`config.mk`:
```
export PLATFORM = sky130hd
export DESIGN_NAME = aact_ram
export DESIGN_NICKNAME = d
export VERILOG_FILES = /design/src/hw/rtl/aact_ram.sv
export SDC_FILE = /design/constraint.sdc
export NUM_CORES = 1
export LEC_CHECK = 0
export BUFFER_PORTS_ARGS = -buffer_cell sky130_fd_sc_hd__buf_2
export CAP_MARGIN = 20
export CORE_MARGIN = 1.5
export CORE_UTILIZATION = 40
export CTS_BUF_LIST = sky130_fd_sc_hd__clkbuf_16
export DETAILED_ROUTE_END_ITERATION = 8
export PLACE_DENSITY = 0.7
export SYNTH_ARGS = -nofsm -noshare
export SYNTH_HDL_FRONTEND = slang
export SYNTH_SLANG_ARGS = --single-unit
```
`constraint.sdc`:
```
create_clock -name clk -period 1.7 [get_ports clk]
set_input_delay 0.17 -clock clk [delete_from_list [all_inputs] [get_ports clk]]
set_output_delay 0.17 -clock clk [all_outputs]
set_load 0.01 [all_outputs]
```
`src/hw/rtl/aact_ram.sv`:
```
// ---------------------------------------------------------------------------
// aact_ram - generic single-write, single-read RAM
// One write port and one read port; read data is registered.
// ---------------------------------------------------------------------------
module aact_ram #(
  parameter int WIDTH = 8,
  parameter int DEPTH = 16
) (
  input  logic                                   clk,
  input  logic                                   we,
  input  logic [((DEPTH > 1) ? $clog2(DEPTH) : 1)-1:0] waddr,
  input  logic [WIDTH-1:0]                       wdata,
  input  logic                                   re,
  input  logic [((DEPTH > 1) ? $clog2(DEPTH) : 1)-1:0] raddr,
  output logic [WIDTH-1:0]                       rdata
);

  logic [WIDTH-1:0] mem [DEPTH];

  // write port
  always_ff @(posedge clk) begin
    if (we) begin
      mem[waddr] <= wdata;
    end
  end

  // registered read, hold when idle
  always_ff @(posedge clk) begin
    if (re) begin
      rdata <= mem[raddr];
    end
  end

endmodule

```
==> metrics.txt <==
Tcrit/Tclk final=94.01%; Max Clk Rate=625.7 MHz; Setup-failing EPs final=0; Area contributors post-synth=edfxtp_1 78%, mux4_2 7.8%, mux4_1 7.0%; post-CTS setup buffers=0; P_leak=2.202 nW; H-tree Lvls=4; sequence of cells on the critical path=mux4_1, a22oi_1, nand2_1; max_slew headroom=72.62%; startpoint types=flip-flop; clock tree from TritonCTS=done; Chip Width=117.3 um; DRC=0; CP bufs+invs=0; slowest cell on the critical path=mux4_1; synthesis-stage register bit count=136; via count=2,530; cts hold-fix bufs=0; clk_skew=0.009312 ns; Gate Count Post-Synth=229; Antenna Diode Count=0; All-Layer GR Usage=16.30%; crit-path max FO=1; Die H=117.3 um; Vias/cell=5.260; placer congestion estimate=0.7458; status=finished clean; # IOs=27; first-pass GRT wire length=16.14 mm; P per Cell Area=1265 mW/mm^2; routed wire length=10.42 mm; cell family with most CP delay=multiplexers; layout cells sized above 1=35.28%; most common cell after layout, fill and taps aside=edfxtp_1; Critical Path AT=1.75 ns; Syn Nets=248; Min-Delay Path Class=input pin to flip-flop; Max-Cap Viols=0; Final ANT Viol Nets=0; WL per Instance=21.66 um; register area share after synthesis=78.12%; area grow syn2layout=22.50%; CP peak stage delay=0.51 ns; dpl hpwl=6.747 mm; Clock Latency Late Sink=0.41 ns; Core Area=0.01267 mm^2; fin util=50.54%; clk slew on worst S/H paths=0.06 ns; Cell Rows=41; Initial Util=41.26%; CP Class=flip-flop to flip-flop; Post-Layout Cell Count=481; Synth cell types=18; synthesized area per cell=22.83 um^2; # resized after CTS=0; post-synth top area cell=edfxtp_1; post-synth top area share=78.12%; Clock Sinks=136; RSZ-0062 raised after global routing=false; clock buffer depth=2; Hold Fails Final Rpt=0; Layout Nets=315; CTS Buf Count=17; die area=0.01376 mm^2; Worst VDD drop=0.0007802 V; total grt overflow=0; I/O Buffers=26; PnR Total Power=8.102 mW; Area after DPL=0.005764 mm^2; Max Transition Viols Final=0; initial DRC count=238; fin crit period=1.598 ns; TNS Setup=0 ns; CP endpoint kind=flip-flop; CP required=1.85 ns; initial antenna violation count=0; dpl cells=449; vias in the first global route=2,648; Ys Warns=0; worst slew pin tran=0.4106 ns; most frequent cells in the layout=136 x edfxtp_1, 29 x buf_4, 26 x buf_2; Finished Cell Area=0.006404 mm^2; largest net degree at the start of global routing=25; CTS root buf=clkbuf_16; drt pass-1 iters=4; Mapped Area=0.005228 mm^2
==> cell families (layout without fill, tap and decap cells) <==
kind of cell,after synthesis,after routing,share of synthesized area (%)
DFF,136,136,78.12
muxes,32,32,14.79
AOI/OAI and AO/OA,16,16,2.298
buffers and inverters,10,90,1.651
and+or+nand+nor,35,35,3.136
==> per-stage QoR <==
step           setup slack, ns  hold slack, ns
2_1_floorplan          0.03713          0.2689
3_3_place_gp          -0.09161          0.5593
3_5_place_dp           -0.1086          0.5658
4_1_cts                 0.1530          0.1393
5_1_grt                0.07180          0.1372
6_report                0.1018          0.1479
==> synthesized netlist by cell type <==
cell             count
a22oi_1             16
buf_4                1
clkdlybuf4s25_2      3
mux4_2              18
or3b_2               1
nand3_1              1
edfxtp_1           136
nand2_1              9
mux4_1              14
nand2b_1             2
buf_6                3
nor3_1               4
and2b_1              1
nor2b_1              1
buf_2                3
nor2_1              13
nand3b_1             2
and2_1               1
==> power breakdown <==
group	leakage, nW	internal (mW)	switching [mW]
Sequential	1.24	3.78	0.0209
Combinational	0.654	0.165	0.213
Clock	0.312	2.50	1.43
==> state kept, by name, indices dropped and copies added, names as in the netlist <==
signal	count
rdata	8
mem	128
==> layout make-up <==
class                   instances  area [um^2]
repair buffers                 58        407.9
flip-flops and latches        136         4084
multi-input cells              83         1057
clock buffers                  17        425.4
fillers                      1013         6267
well taps                     172        215.2
clock inverters                15        214.0
==> routing by layer <==
layer / global-route usage [%] / part of all wire (%)
met1: 22.78 / 45
met2: 25.07 / 48
met3: 4.523 / 6.3
met4: 5.093 / 0.60
met5: 0 / 0
==> path summary, 6_finish.rpt <==
kind | slack, ns | start | to | cells past startpoint
max | 0.10 | mem[0][5] | rdata[5] | 3
min | 0.15 | re | rdata[1] | 1
max reg2reg | 0.10 | mem[0][5] | rdata[5] | 3
min reg2reg | 0.76 | mem[13][5] | rdata[5] | 3
Power figures use the tool's default switching activity.
