### config.mk
export PLATFORM = sky130hd
export DESIGN_NAME = aact_cell
export DESIGN_NICKNAME = d
export VERILOG_FILES = /design/src/hw/rtl/aact_cell.sv
export SDC_FILE = /design/constraint.sdc
export NUM_CORES = 1
export LEC_CHECK = 0
export BUFFER_PORTS_ARGS = -buffer_cell sky130_fd_sc_hd__buf_2
export CORE_MARGIN = 1.5
export CORE_UTILIZATION = 25
export CTS_CLUSTER_SIZE = 40
export DETAILED_ROUTE_END_ITERATION = 6
export SLEW_MARGIN = 30
export SYNTH_ARGS = -nofsm -noshare
export SYNTH_HDL_FRONTEND = slang
export SYNTH_SLANG_ARGS = --single-unit
### constraint.sdc
create_clock -name clk -period 1.1 [get_ports clk]
set_input_delay 0.055 -clock clk [delete_from_list [all_inputs] [get_ports clk]]
set_output_delay 0.055 -clock clk [all_outputs]
set_load 0.02 [all_outputs]
### src/hw/rtl/aact_cell.sv
// ---------------------------------------------------------------------------
// aact_cell - one tracked-id cell of the lookup chain
// Holds one array id and its valid flag, compares it against the query and
// passes the accumulated hit and entry index on to the next cell.
// ---------------------------------------------------------------------------
module aact_cell #(
  parameter int EW    = 6,
  parameter int INDEX = 0
) (
  input  logic          clk,
  input  logic          rst_n,
  input  logic          clr,
  input  logic          wr_en,
  input  logic [31:0]   wr_id,
  input  logic [31:0]   q_id,
  input  logic          hit_in,
  input  logic [EW-1:0] idx_in,
  output logic          match,
  output logic          hit_out,
  output logic [EW-1:0] idx_out
);

  logic        vld_r;
  logic [31:0] id_r;

  // valid flag: drop on clear, set on creation
  always_ff @(posedge clk) begin
    if (!rst_n) begin
      vld_r <= 1'b0;
    end else if (clr) begin
      vld_r <= 1'b0;
    end else if (wr_en) begin
      vld_r <= 1'b1;
    end
  end

  // id store
  always_ff @(posedge clk) begin
    if (wr_en) begin
      id_r <= wr_id;
    end
  end

  // compare and pass along
  assign match   = vld_r && (id_r == q_id);
  assign hit_out = hit_in | match;
  assign idx_out = idx_in | (match ? EW'(INDEX) : '0);

endmodule

==> results of run 1 <==
-- worst max-delay path by stage --
stage               slack [ps]     start       to  cells after the start
floorplan                 -290  id_r[30]  hit_out                      4
global placement          -560  id_r[21]    match                      6
detailed placement        -570  id_r[21]    match                      6
CTS                       -800  id_r[10]  hit_out                      7
global route              -910  id_r[10]    match                      7
finish                    -790  id_r[10]  hit_out                      7
-- cells in the mapped netlist --
cell      count
edfxtp_1     32
xor2_1       31
nor4_1        7
buf_4         6
nand3_1       2
nor3_1        2
dfxtp_1       1
inv_1         1
nand4_1       1
nor2_1        1
nor3b_1       1
o31ai_1       1
xnor2_1       1
-- routing by layer --
layer / part of all wire / track usage / vias up
li1: - / - / 525
met1: 0.38 / 0.1053 / 474
met2: 0.54 / 0.2104 / 47
met3: 0.076 / 0.03882 / 4
met4: 0.0068 / 0.04909 / 0
met5: 0 / 0 / -
-- where the power goes --
group	switching, mW	total, mW	internal, mW	leakage, nW
clock network	0.397	1.06	0.668	0.0528
logic	0.145	0.391	0.246	0.611
registers	0.0404	1.53	1.49	0.321
total	0.582	2.98	2.40	0.985
-- sequential cells by signal (all words and copies together), names as in the netlist --
signal,flops
id_r,32
vld_r,1
-- repair_timing --
action / 4_1_cts / 5_1_grt
pin swaps: 2 / 0
hold endpoints to repair: 33 / 0
hold buffers: 33 / 0
setup endpoints to repair: 2 / 2
resized for setup: 7 / 0
-- layout make-up --
class / instances / area share
clock buffers: 6 / 0.03120
clock inverters: 2 / 0.01452
well taps: 72 / 0.03873
flip-flops and latches: 33 / 0.4217
inverters: 1 / 0.001614
multi-input cells: 47 / 0.1743
repair buffers: 107 / 0.3179
-- metrics by stage --
step           setup TNS [ps]  total power, mW
2_1_floorplan          -571.9            1.692
3_3_place_gp            -1112            1.841
3_5_place_dp            -1125            1.848
4_1_cts                 -1600            3.022
5_1_grt                 -1816            3.118
6_report                -1568            2.985
-- kinds of logic after synthesis --
group                     after synthesis  synth area share
AOI/OAI and AO/OA                       1          0.005369
xor gates and xnor gates               32            0.2004
buffers and inverters                   7           0.03488
DFF                                    33            0.7013
and+or+nand+nor                        14           0.05814
==> flow_metrics.tcl, run 1 <==
set metrics [dict create \
    outcome "finished, violations left" \
    violations "negative setup slack" \
    stdcell_area_mm2 0.002326 \
    hold_path_depth 2 \
    cts_tree "built" \
    setup_viol 2 \
    coreArea_mm2 0.005439 \
    worstSetupStartpointType "flip-flop" \
    port_buffers 70 \
    syn_area_mm2 0.001399 \
    synthToLayoutAreaGrowth_pct 66.28 \
    drc 0 \
    hold_viol_final 0 \
    placed_cell_area_mm2 0.001862 \
    rsz0062_at_grt "true" \
    final_common_cell "buf_2" \
    yosysWarnings 0 \
    fin_nets 270 \
    grtUsageTotal 0.1108 \
    drt_iter0_drc 46 \
    setup_ws_ps -787.6 \
    seq_area_um2 980.9 \
    antennaDiodeCount 0 \
    first_global_vias 1200 \
    whs_ps 47.35 \
    min_path_type "input port to flip-flop" \
    critPathKind "flip-flop to primary output" \
    timing.rr.start "vld_r" \
    fmax_mhz 529.8 \
    pre_cts_ws_ps -573.7 \
    ys_seq_area_frac 0.7013 \
    path_cells "xor2_1 -> nor4_1 -> buf_4 -> nand4_1 -> buf_6 -> o31ai_4 -> buf_6" \
    drt-pass1-iter-count 4 \
    netlist.area_leader.share 0.6869 \
    timing.rr.end "vld_r" \
    p_per_area_mw_per_mm2 1283 \
    worstPathRequired_ps 1040 \
    grt_pass1_wl_mm 5.057 \
    place_hpwl_mm 2.102 \
    start_util 0.2572 \
    finalWirelength_mm 3.102 \
    antenna_found_initial 0 \
    vdd_drop_max_v 0.001081 \
    fp.dieArea_mm2 0.006053 \
    reg2reg_depth 2 \
    fin_skew_ps 0 \
    ys_ff_latch 33 \
    cts_sinks 33 \
    hold_path.startpoint "rst_n" \
    yosys.area.top_type "edfxtp_1" \
    dpl.cell_count 227 \
    clock_latency_ps 270 \
    leakagePower_nw 0.9853 \
    crit_family "buffers and inverters" \
    drive_gt1_frac 0.4286 \
    final_cell_mix "68 x buf_2, 33 x dlygate4sd3_1, 32 x edfxtp_1, 31 x xor2_1, 6 x nor4_1" \
    synth_area_per_cell_um2 16.08 \
    period_needed_ps 1888 \
    r2r_slack_ps 450 \
    crit_buf_inv 3 \
    synthCells 87 \
    detail-route-antenna-nets 0 \
    worst-path-max-fanout 2 \
    drt-wirelength-per-cell_um 11.57 \
    rows 27 \
    pin_count 83 \
    synth_cell_types 13 \
    syn_nets 162 \
    fill_cells 511 \
    clk_pin_slew_ps 60 \
    cp_slowest_cell "edfxtp_1" \
    final_cells 268 \
    end_kind "primary output" \
    avgViaCountPerCell 3.918 \
    worstPathArrival_ps 1830 \
    clockBufferDepth 2 \
    routabilityCongestion 0.6955 \
    grt_max_degree 26 \
    final_util 0.4277 \
    tightest_slew_ps 314.3 \
    cts_buffers 5 \
    die_h_um 77.80 \
    cp_common_cell "buf_6" \
    yosys-top-cells-area "edfxtp_1 69%, xor2_1 19%, buf_4 3.2%, nor4_1 3.1%, dfxtp_1 1.4%" \
    htreeDepth 2 \
    overflow 0 \
    num_vias 1050 \
    slew_viol_final 0 \
    slew_headroom 0.7885 \
    multi_input_area_um2 405.4 \
    min_to "vld_r" \
    postCtsSetupRepairBufs 0 \
    critPathMaxStageDelay_ps 380 \
    die_x_um 77.80 \
    drv_cap 0 \
    fin_crit_sh 1.716 \
    cts-root-buf "clkbuf_8" \
]
Power figures use the tool's default switching activity.
==> run 2: changes to the inputs <==
Settings changed: CORE_MARGIN 1.5 to 2.
==> run 2 against run 1 <==
Net effect:
- highest routed layer unchanged
- largest cell class unchanged
- power decreased by 6.9%
- the flow still finishes with violations (negative setup slack)
- clock power down 19%
- critical path type unchanged
- register-to-register slack got worse by 30 ps
- sequential power about the same
- combinational power barely moved
- critical endpoint unchanged
- global-route usage is 0.22 points lower
- die area up 2.6%
- design area fell by 1.0%
- fmax up 0.89%
- first-iteration DRC count down 28%
- via count increased by 0.86%
- hold slack better by 15 ps
==> flow_metrics.tcl, run 2 (synthesis gave the netlist of run 1 again) <==
set metrics [dict create \
    outcome "finished, violations left" \
    violations "negative setup slack" \
    drt-wirelength-per-cell_um 12.11 \
    critPathKind "flip-flop to primary output" \
    cts_buffers 5 \
    detail-route-antenna-nets 0 \
    final_cells 268 \
    clockBufferDepth 2 \
    avgViaCountPerCell 3.951 \
    pin_count 83 \
    fin_crit_sh 1.701 \
    top_regs "id_r x32, vld_r x1" \
    postCtsSetupRepairBufs 0 \
    start_util 0.2572 \
    dpl.cell_count 227 \
    p_sw_uw 605.7 \
    port_buffers 70 \
    first_global_vias 1115 \
    swShare 0.2180 \
    fin_skew_ps 0 \
    place_hpwl_mm 2.098 \
    timing.rr.end "vld_r" \
    grt_max_degree 28 \
    slew_headroom 0.7483 \
    largest_reg_flops 32 \
    drv_cap 0 \
    whs_ps 62.21 \
    crit_buf_inv 3 \
    critPathCapture "hit_out" \
    worstPathArrival_ps 1820 \
    final_common_cell "buf_2" \
    period_needed_ps 1871 \
    drt-pass1-iter-count 4 \
    combPwrFrac 0.141 \
    clockPowerShare 0.308 \
    reg2reg_depth 2 \
    grtUsageTotal 0.1086 \
    finalWirelength_mm 3.245 \
    timing.rr.start "vld_r" \
    vdd_drop_max_v 0.0008638 \
    pre_cts_ws_ps -530.9 \
    cts_tree "built" \
    path_depth 7 \
    cp_common_cell "buf_6" \
    worstSetupStartpointType "flip-flop" \
    slew_viol_final 0 \
    top_register "id_r" \
    fill_cells 492 \
    worstPathRequired_ps 1040 \
    final_util 0.4233 \
    fp.dieArea_mm2 0.006209 \
    cp-startpoint "id_r[19]" \
    leakagePower_nw 0.9774 \
    clock_latency_ps 280 \
    routabilityCongestion 0.7222 \
    fmax_mhz 534.5 \
    hold_path_depth 2 \
    antennaDiodeCount 0 \
    num_vias 1059 \
    setup_viol 2 \
    cp_slowest_cell "edfxtp_1" \
    rows 27 \
    end_kind "primary output" \
    overflow 0 \
    htreeDepth 2 \
    path_cells "xor2_1 -> nor4_1 -> buf_4 -> nand4_1 -> buf_6 -> o31ai_4 -> buf_6" \
    hold_viol_final 0 \
    grt_pass1_wl_mm 4.940 \
    seqPwrFrac 0.551 \
    antenna_found_initial 0 \
    cts_sinks 33 \
    worst-path-max-fanout 2 \
    tightest_slew_ps 374.1 \
    crit_family "buffers and inverters" \
    min_path_type "input port to flip-flop" \
    setup_ws_ps -771.0 \
    p_int_mw 2.173 \
    total_power_mw 2.778 \
    fin_nets 270 \
    drc 0 \
    clk_pin_slew_ps 70 \
    final_cell_mix "68 x buf_2, 33 x dlygate4sd3_1, 32 x edfxtp_1, 31 x xor2_1, 6 x nor4_1" \
    drive_gt1_frac 0.4337 \
    cts-root-buf "clkbuf_8" \
    rsz0062_at_grt "true" \
    r2r_slack_ps 420 \
    die_x_um 78.80 \
    critPathMaxStageDelay_ps 380 \
    drt_iter0_drc 33 \
    die_h_um 78.80 \
    coreArea_mm2 0.005439 \
    synthToLayoutAreaGrowth_pct 64.58 \
    p_per_area_mw_per_mm2 1207 \
]
## run 2: repair_timing
action,4_1_cts,5_1_grt
cloned,0,0
gates resized for setup,6,1
endpoints found under the hold margin,33,0
endpoints found under the setup margin,2,2
pin swaps,2,1
hold buffers,33,0
## run 2: per-stage QoR
step | instance area (um2) | TNS, ps
4_1_cts | 2297 | -1595
3_3_place_gp | 1862 | -1081
3_5_place_dp | 1862 | -1045
2_1_floorplan | 1424 | -571.9
5_1_grt | 2302 | -1761
6_report | 2302 | -1534
## run 2: metal layers
metal	track usage	wire, um	part of all wire	vias to the layer above
li1	-	-	-	526
met1	0.1169	1286	0.40	471
met2	0.1855	1604	0.49	54
met3	0.04091	305	0.094	8
met4	0.05614	48	0.015	0
met5	0	0	0	-
## run 2: worst register-to-register path: stages, from the launching register on
cell and delay [ps]:
dfxtp_1 340, nor2_1 50, nor3b_1 200
## run 2: worst min-delay path by stage
stage | slack (ps) | startpoint | to
after floorplan | 130 | clr | vld_r
after global placement | 110 | idx_in[1] | idx_out[1]
after detailed placement | 110 | idx_in[1] | idx_out[1]
after CTS | 20 | rst_n | vld_r
after global routing | 60 | rst_n | vld_r
final | 60 | rst_n | vld_r
## run 2: cell type report
class	count	area, um2	area share
Tap cell	72	90.09	0.03913
Timing Repair Buffer	107	739.5	0.3212
Sequential cell	33	980.9	0.4261
Inverter	1	3.754	0.001630
Multi-Input combinational cell	47	405.4	0.1761
Clock buffer	6	72.57	0.03152
Clock inverter	2	10.01	0.004348
## run 2: power by group through the flow
stage	clock network [mW]	logic (mW)	registers, mW
2_1_floorplan	0	0.143	1.55
3_3_place_gp	0	0.290	1.55
3_5_place_dp	0	0.291	1.56
4_1_cts	0.882	0.389	1.53
5_1_grt	0.944	0.429	1.54
6_report	0.856	0.393	1.53
